[config.mk]
export PLATFORM = sky130hd
export DESIGN_NAME = pfbb_ctrl
export DESIGN_NICKNAME = d
export VERILOG_FILES = /design/src/hw/rtl/pfbb_pkg.sv /design/src/hw/rtl/pfbb_ctrl.sv
export SDC_FILE = /design/constraint.sdc
export NUM_CORES = 1
export LEC_CHECK = 0
export ABC_AREA = 1
export BUFFER_PORTS_ARGS = -buffer_cell sky130_fd_sc_hd__buf_2
export CORE_AREA = 2 2 41 43
export DETAILED_ROUTE_END_ITERATION = 7
export DIE_AREA = 0 0 43 45
export GPL_TIMING_DRIVEN = 0
export PLACE_DENSITY_LB_ADDON = 0.2
export SLEW_MARGIN = 20
export SYNTH_ARGS = -nofsm -noshare
export SYNTH_HDL_FRONTEND = slang
export SYNTH_SLANG_ARGS = --single-unit
[constraint.sdc]
create_clock -name clk_i -period 1.64 [get_ports clk_i]
set_clock_uncertainty 0.2 [all_clocks]
set_input_delay 0.164 -clock clk_i [delete_from_list [all_inputs] [get_ports clk_i]]
set_output_delay 0.164 -clock clk_i [all_outputs]
set_load 0.03 [all_outputs]
[src/hw/rtl/pfbb_pkg.sv]
package pfbb_pkg;

  localparam int FRAME_W     = 128;
  localparam int FRAME_H     = 64;
  localparam int STORE_DEPTH = 1024;
  localparam int ADDR_W      = $clog2(STORE_DEPTH);
  localparam int WIDE_ADDR_W = 14;
  localparam int CFG_IDX_W   = 3;
  localparam int KIND_W      = 2;
  localparam int ROW_W       = 5;

  localparam logic [7:0] FULL_MASK = 8'hFF;
  localparam logic [7:0] BYTE_BITS = 8'd8;

  localparam logic [KIND_W-1:0] KIND_BLIT  = 2'd0;
  localparam logic [KIND_W-1:0] KIND_READ  = 2'd1;
  localparam logic [KIND_W-1:0] KIND_CLEAR = 2'd2;

  localparam logic [CFG_IDX_W-1:0] CFG_POS_X       = 3'd0;
  localparam logic [CFG_IDX_W-1:0] CFG_POS_Y       = 3'd1;
  localparam logic [CFG_IDX_W-1:0] CFG_BMP_WIDTH   = 3'd2;
  localparam logic [CFG_IDX_W-1:0] CFG_BMP_HEIGHT  = 3'd3;
  localparam logic [CFG_IDX_W-1:0] CFG_OFFSET_Y    = 3'd4;
  localparam logic [CFG_IDX_W-1:0] CFG_INVERT_BITS = 3'd5;

  typedef struct packed {
    logic load_item;
    logic calc;
    logic mem_rd;
    logic mem_acc;
    logic slot;
    logic clr_step;
    logic load_out;
  } pfbb_cmd_t;

  typedef struct packed {
    logic clr_last;
    logic en1;
  } pfbb_sts_t;

  function automatic logic [7:0] shl8(input logic [7:0] v, input logic [7:0] s);
    return (s >= BYTE_BITS) ? 8'd0 : 8'(v << s[2:0]);
  endfunction

  function automatic logic [7:0] shr8(input logic [7:0] v, input logic [7:0] s);
    return (s >= BYTE_BITS) ? 8'd0 : 8'(v >> s[2:0]);
  endfunction

endpackage

[src/hw/rtl/pfbb_ctrl.sv]
module pfbb_ctrl (
  input  logic                clk_i,
  input  logic                rst_ni,
  input  logic                in_valid_i,
  output logic                in_ready_o,
  output logic                out_valid_o,
  input  logic                out_ready_i,
  input  pfbb_pkg::pfbb_sts_t sts_i,
  output pfbb_pkg::pfbb_cmd_t cmd_o
);
  import pfbb_pkg::*;

  typedef enum logic [7:0] {
    ST_CLEAR = 8'b0000_0001,
    ST_IDLE  = 8'b0000_0010,
    ST_CALC  = 8'b0000_0100,
    ST_RD0   = 8'b0000_1000,
    ST_WR0   = 8'b0001_0000,
    ST_RD1   = 8'b0010_0000,
    ST_WR1   = 8'b0100_0000,
    ST_DONE  = 8'b1000_0000
  } state_e;

  state_e state_q, state_d;
  logic   out_valid_q, out_valid_d;

  always_comb begin
    state_d    = state_q;
    cmd_o      = '0;
    in_ready_o = 1'b0;
    unique case (state_q)
      ST_CLEAR: begin
        cmd_o.clr_step = 1'b1;
        if (sts_i.clr_last) state_d = ST_IDLE;
      end
      ST_IDLE: begin
        in_ready_o = 1'b1;
        if (in_valid_i) begin
          cmd_o.load_item = 1'b1;
          state_d         = ST_CALC;
        end
      end
      ST_CALC: begin
        cmd_o.calc = 1'b1;
        state_d    = ST_RD0;
      end
      ST_RD0: begin
        cmd_o.mem_rd = 1'b1;
        state_d      = ST_WR0;
      end
      ST_WR0: begin
        cmd_o.mem_acc = 1'b1;
        state_d       = sts_i.en1 ? ST_RD1 : ST_DONE;
      end
      ST_RD1: begin
        cmd_o.mem_rd = 1'b1;
        cmd_o.slot   = 1'b1;
        state_d      = ST_WR1;
      end
      ST_WR1: begin
        cmd_o.mem_acc = 1'b1;
        cmd_o.slot    = 1'b1;
        state_d       = ST_DONE;
      end
      ST_DONE: begin
        if (!out_valid_q || out_ready_i) begin
          cmd_o.load_out = 1'b1;
          state_d        = ST_IDLE;
        end
      end
      default: state_d = ST_IDLE;
    endcase
  end

  always_comb begin
    out_valid_d = out_valid_q;
    if (cmd_o.load_out) out_valid_d = 1'b1;
    else if (out_ready_i) out_valid_d = 1'b0;
  end

  assign out_valid_o = out_valid_q;

  always_ff @(posedge clk_i or negedge rst_ni) begin
    if (!rst_ni) begin
      state_q     <= ST_CLEAR;
      out_valid_q <= 1'b0;
    end else begin
      state_q     <= state_d;
      out_valid_q <= out_valid_d;
    end
  end

endmodule

; Yosys cells after proc, flatten, opt, wreduce, memory -nomap -nowiden
; Index checks and enable logic that the tools add are counted.
[totals]
regBits = 9
input_bits = 6
output_inout_bits = 9
elab_cells = 37
[op_classes]
eq_ne = 11
n_mux = 17
n_reduce_logical = 7
[op_table]
columns = op, count
row1 = one-hot mux 8 bit (8 select lines), 1
row2 = two-way mux 8 bit, 4
row3 = two-way mux 1 bit, 12
row4 = "equality test 8 x 1 -> 1 bit, second input constant", 1
row5 = "equality test 8 x 2 -> 1 bit, second input constant", 1
row6 = "equality test 8 x 3 -> 1 bit, second input constant", 1
row7 = "equality test 8 x 4 -> 1 bit, second input constant", 1
row8 = "equality test 8 x 5 -> 1 bit, second input constant", 1
row9 = "equality test 8 x 6 -> 1 bit, second input constant", 1
row10 = "equality test 8 x 7 -> 1 bit, second input constant", 1
row11 = "equality test 8 bit, second input constant", 1
row12 = "!= test 2 bit, second input constant", 3
row13 = OR reduction 2 bit, 3
row14 = AND reduction 3 bit, 1
row15 = nonzero test 2 bit, 1
row16 = zero test 1 bit, 1
row17 = logical OR 1 bit, 1

; Logic depth before layout (Yosys ltp)
[logic_depth]
word_depth = 5
depth_mapped = 7
ltp_nobuf = 7

; Worst setup path before layout
; No wires, ideal clock.
[synth_timing]
path_kind = register -> output
from = register state_q[7]
to = output cmd_o[6] (netlist bit)
arrival_time_ps = 1353
required_ps = 1276
slack_ps = -77
stages_incl_launch_ff = 6
n_path_buf = 0
path_cell_list = dfrtp_1 > nor2_4 > nand2_4 > nor2_4 > inv_2 > nor2_1
[synth_lines]
columns = item, line
row1 = from (decl), pfbb_ctrl.sv:24  ; state_e state_q, state_d;
row2 = from (signal assigned), pfbb_ctrl.sv:88  ; state_q <= state_d;
row3 = to (decl), pfbb_ctrl.sv:9  ; output pfbb_pkg::pfbb_cmd_t cmd_o

==> results.yml <==
die:
  die_area_sq_um: 1940
  dieWidth_um: 43
  floorplan.io_pins: 15
  start_util_pct: 39.1
  core_area_sq_um: 1470
  floorplan_die_height_um: 45
  site_row_count: 14
timing:
  timing.final.hold_violations: 0
  layout_worst_path_cycle_share_pct: 107
  report.final.setup_viol: 7
  setup_ws_ns: -0.113
  unrepaired_setup_endpoints_after_global_routing: "true"
  timing.fmax_mhz: 570
  worst_slew_pin_slew_ns: 0.216
  slew_viol_final: 0
  period_minus_slack_ns: 1.75
  maxSlewHeadroom_pct: 85.6
  setup_tns_final_ns: -0.432
placed_design:
  gp_congestion: 0.766
  post-dp-hpwl_um: 823
  io_buffers: 14
  preCtsSetupSlack_ns: 0.0993
worst_setup_path:
  worst_setup_path_end_kind: "primary output"
  regToRegEndpoint: "state_q[1]$_DFFE_PN0P_"
  setup.worst_path.start_class: "register"
  crit-reg2reg-launch: "state_q[3]$_DFFE_PN0P_"
  critPathSlowestCell: "sky130_fd_sc_hd__dfrtp_1"
  crit_path_cell_trace: "nor2_4 > nand2_4 > nor2_4 > inv_2 > nor2_2 > buf_6"
  reg2regPathDepth: 8
  maximum_net_fanout_on_the_critical_path: 5
  worst-setup-path-type: "register to primary output"
  timing.reg2reg.setup_slack_ns: 0.17
  crit_arrival_ns: 1.39
  worst_path_largest_cell_delay_ns: 0.40
  crit_required_ns: 1.28
  critPathMostFrequentCell: "sky130_fd_sc_hd__nor2_4"
synthesis:
  synth.yosys.warnings: 0
  yosys-top-cells-area: "sky130_fd_sc_hd__dfrtp_1, sky130_fd_sc_hd__inv_1, sky130_fd_sc_hd__nor2_1"
  post-synth-top-area-cell: "sky130_fd_sc_hd__dfrtp_1"
  synth_area_per_cell_sq_um: 7.38
  synth_largest_type_area_fraction_pct: 34.8
  synthesized_instance_count: 78
  ys_seq_elements: 9
  synth_cell_type_count: 17
  synth-seq-area-share_pct: 39.3
  net_count_synth: 84
  mappedNetlistArea_sq_um: 576
clocking:
  clk_pin_slew_worst_paths_ns: 0.06
  cts.htree.levels: 1
  ctsLongestPathBuffers: 2
  cts_tree: "yes"
  clock-root-buffer: "sky130_fd_sc_hd__clkbuf_4"
  cts_num_sinks: 9
  clk-insertion-delay-late_ns: 0.27
  cts_bufs_inserted: 3
layout:
  areaGrowthSynthToFinish_pct: 54.6
  final.fill_count: 147
  antenna_cells: 0
  final_net_count: 114
  drive_gt1_share_pct: 57.0
power_and_ir_drop:
  power_per_cell_area_nw_per_um2: 1410
  vdd_ir_drop_max_mv: 1.08
  leakagePower_nw: 0.482
run_status:
  run_status: "finished, violations left"
  violations: "negative setup slack"
global_routing:
  antenna_found_initial: 0
  grt_pass1_vias: 572
  global_route.usage.total_pct: 15.5
  first_pass_grt_wire_length_um: 2210
  global_route.overflow_total: 0
  grt_max_degree: 10
drt:
  first_iter_violations: 1
  drt-wirelength-per-cell_um: 10.6
  final_wirelength_um: 1310
  number_of_search_and_repair_iterations_in_the_first_detailed_routing_pass: 2
  vias: 556
  drtAntennaViolNets: 0
  drt-vias-per-instance: 4.52
  drcViolationCount: 0
worst_hold_path:
  min_path_type: "primary input to async pin"
job:
  maxCapViolCount: 0
## how the worst max path moves through the flow
stage                                 startpoint       end  slack [ns]  depth (start not counted)
after floorplan           state_q[7]$_DFFE_PN0P_  cmd_o[6]        0.05                          5
after global placement    state_q[3]$_DFFE_PN0P_  cmd_o[3]        0.09                          6
after detailed placement  state_q[3]$_DFFE_PN0P_  cmd_o[3]         0.1                          6
after CTS                 state_q[4]$_DFFE_PN0P_  cmd_o[6]       -0.11                          6
after global routing      state_q[4]$_DFFE_PN0P_  cmd_o[6]       -0.19                          6
final                     state_q[6]$_DFFE_PN0P_  cmd_o[6]       -0.11                          6
## layer usage
metal	GRT usage (%)	vias up	wire length [um]
met2	26.7	17	623
met4	9.09	0	72
met5	0	-	0
met1	17.6	244	543
met3	4.00	9	66
li1	-	286	-
## logic make-up (layout without fill, tap and decap cells)
group,count (synthesis),after routing,synth area share (%)
and+or+nand+nor,45,45,41.7
buffers and inverters,20,49,14.3
DFF,9,9,39.3
AOI/OAI and AO/OA,4,4,4.56
## cell type report
class | instances | area (sq um) | share of cell area, %
plain buffers | 1 | 7.51 | 0.844
flip-flops and latches | 9 | 229 | 25.7
repair buffers | 26 | 213 | 23.9
inverters | 18 | 67.6 | 7.59
clock buffers | 4 | 26.3 | 2.95
well taps | 16 | 20.0 | 2.25
multi-input cells | 49 | 327 | 36.7
## placed cells by master (no fill, tap or decap)
cell type,count
sky130_fd_sc_hd__inv_1,14
sky130_fd_sc_hd__nor2_2,11
sky130_fd_sc_hd__buf_4,11
sky130_fd_sc_hd__nand2_1,9
sky130_fd_sc_hd__nor2_4,7
sky130_fd_sc_hd__nor2_1,7
sky130_fd_sc_hd__buf_2,6
sky130_fd_sc_hd__dfrtp_1,6
sky130_fd_sc_hd__buf_6,6
sky130_fd_sc_hd__inv_2,4
sky130_fd_sc_hd__dlygate4sd3_1,4
sky130_fd_sc_hd__nand2_2,3
sky130_fd_sc_hd__nand3_2,3
sky130_fd_sc_hd__clkbuf_4,3
sky130_fd_sc_hd__nand2_4,2
sky130_fd_sc_hd__a21oi_1,2
sky130_fd_sc_hd__nand3_1,2
sky130_fd_sc_hd__dfrtp_2,2
sky130_fd_sc_hd__nand3b_2,1
sky130_fd_sc_hd__o21bai_2,1
sky130_fd_sc_hd__o21ai_0,1
sky130_fd_sc_hd__clkbuf_1,1
sky130_fd_sc_hd__dfstp_2,1
## repair_timing
item,CTS,global route
setup buffers,4,4
hold endpoints to repair,12,0
gates resized for setup,21,14
endpoints found under the setup margin,8,8
hold buffers,4,0
pin swaps,10,4
## sequential cells by signal (all words and copies together) (netlist names)
signal       flops
out_valid_o      1
state_q          8
## power breakdown
part           leakage [nW]  internal, W  switching (W)
clock network        0.0150    0.0000941      0.0000826
registers             0.114     0.000265      0.0000544
logic                 0.352     0.000341       0.000419
## through the flow
step	std cells	power (W)	hold WS (ns)	utilization, %	cell area, sq um
after floorplan	78	0.000711	-0.332	-	578
after global placement	108	0.000805	-0.172	45.4	668
after detailed placement	108	0.000808	-0.168	45.4	668
after CTS	119	0.00114	0.0853	56.0	823
after global routing	123	0.00134	0.115	60.5	890
final	123	0.00126	0.0757	60.5	890
## Yosys cell counts, drive strengths merged
master / count
dfrtp: 8
nand3: 5
dfstp: 1
o21bai: 1
nand3b: 1
nor2: 25
buf: 2
nand2: 14
inv: 18
o21ai: 1
a21oi: 2
## worst max-delay path: cells and delay by family, from the launching register on
| family | cells | cell delay, ns |
|---|---|---|
| AND/OR/NAND/NOR | 4 | 0.53 |
| buffers and inverters | 2 | 0.20 |
| flip-flops | 1 | 0.40 |
Note: power is estimated with default switching activity, not from simulation.
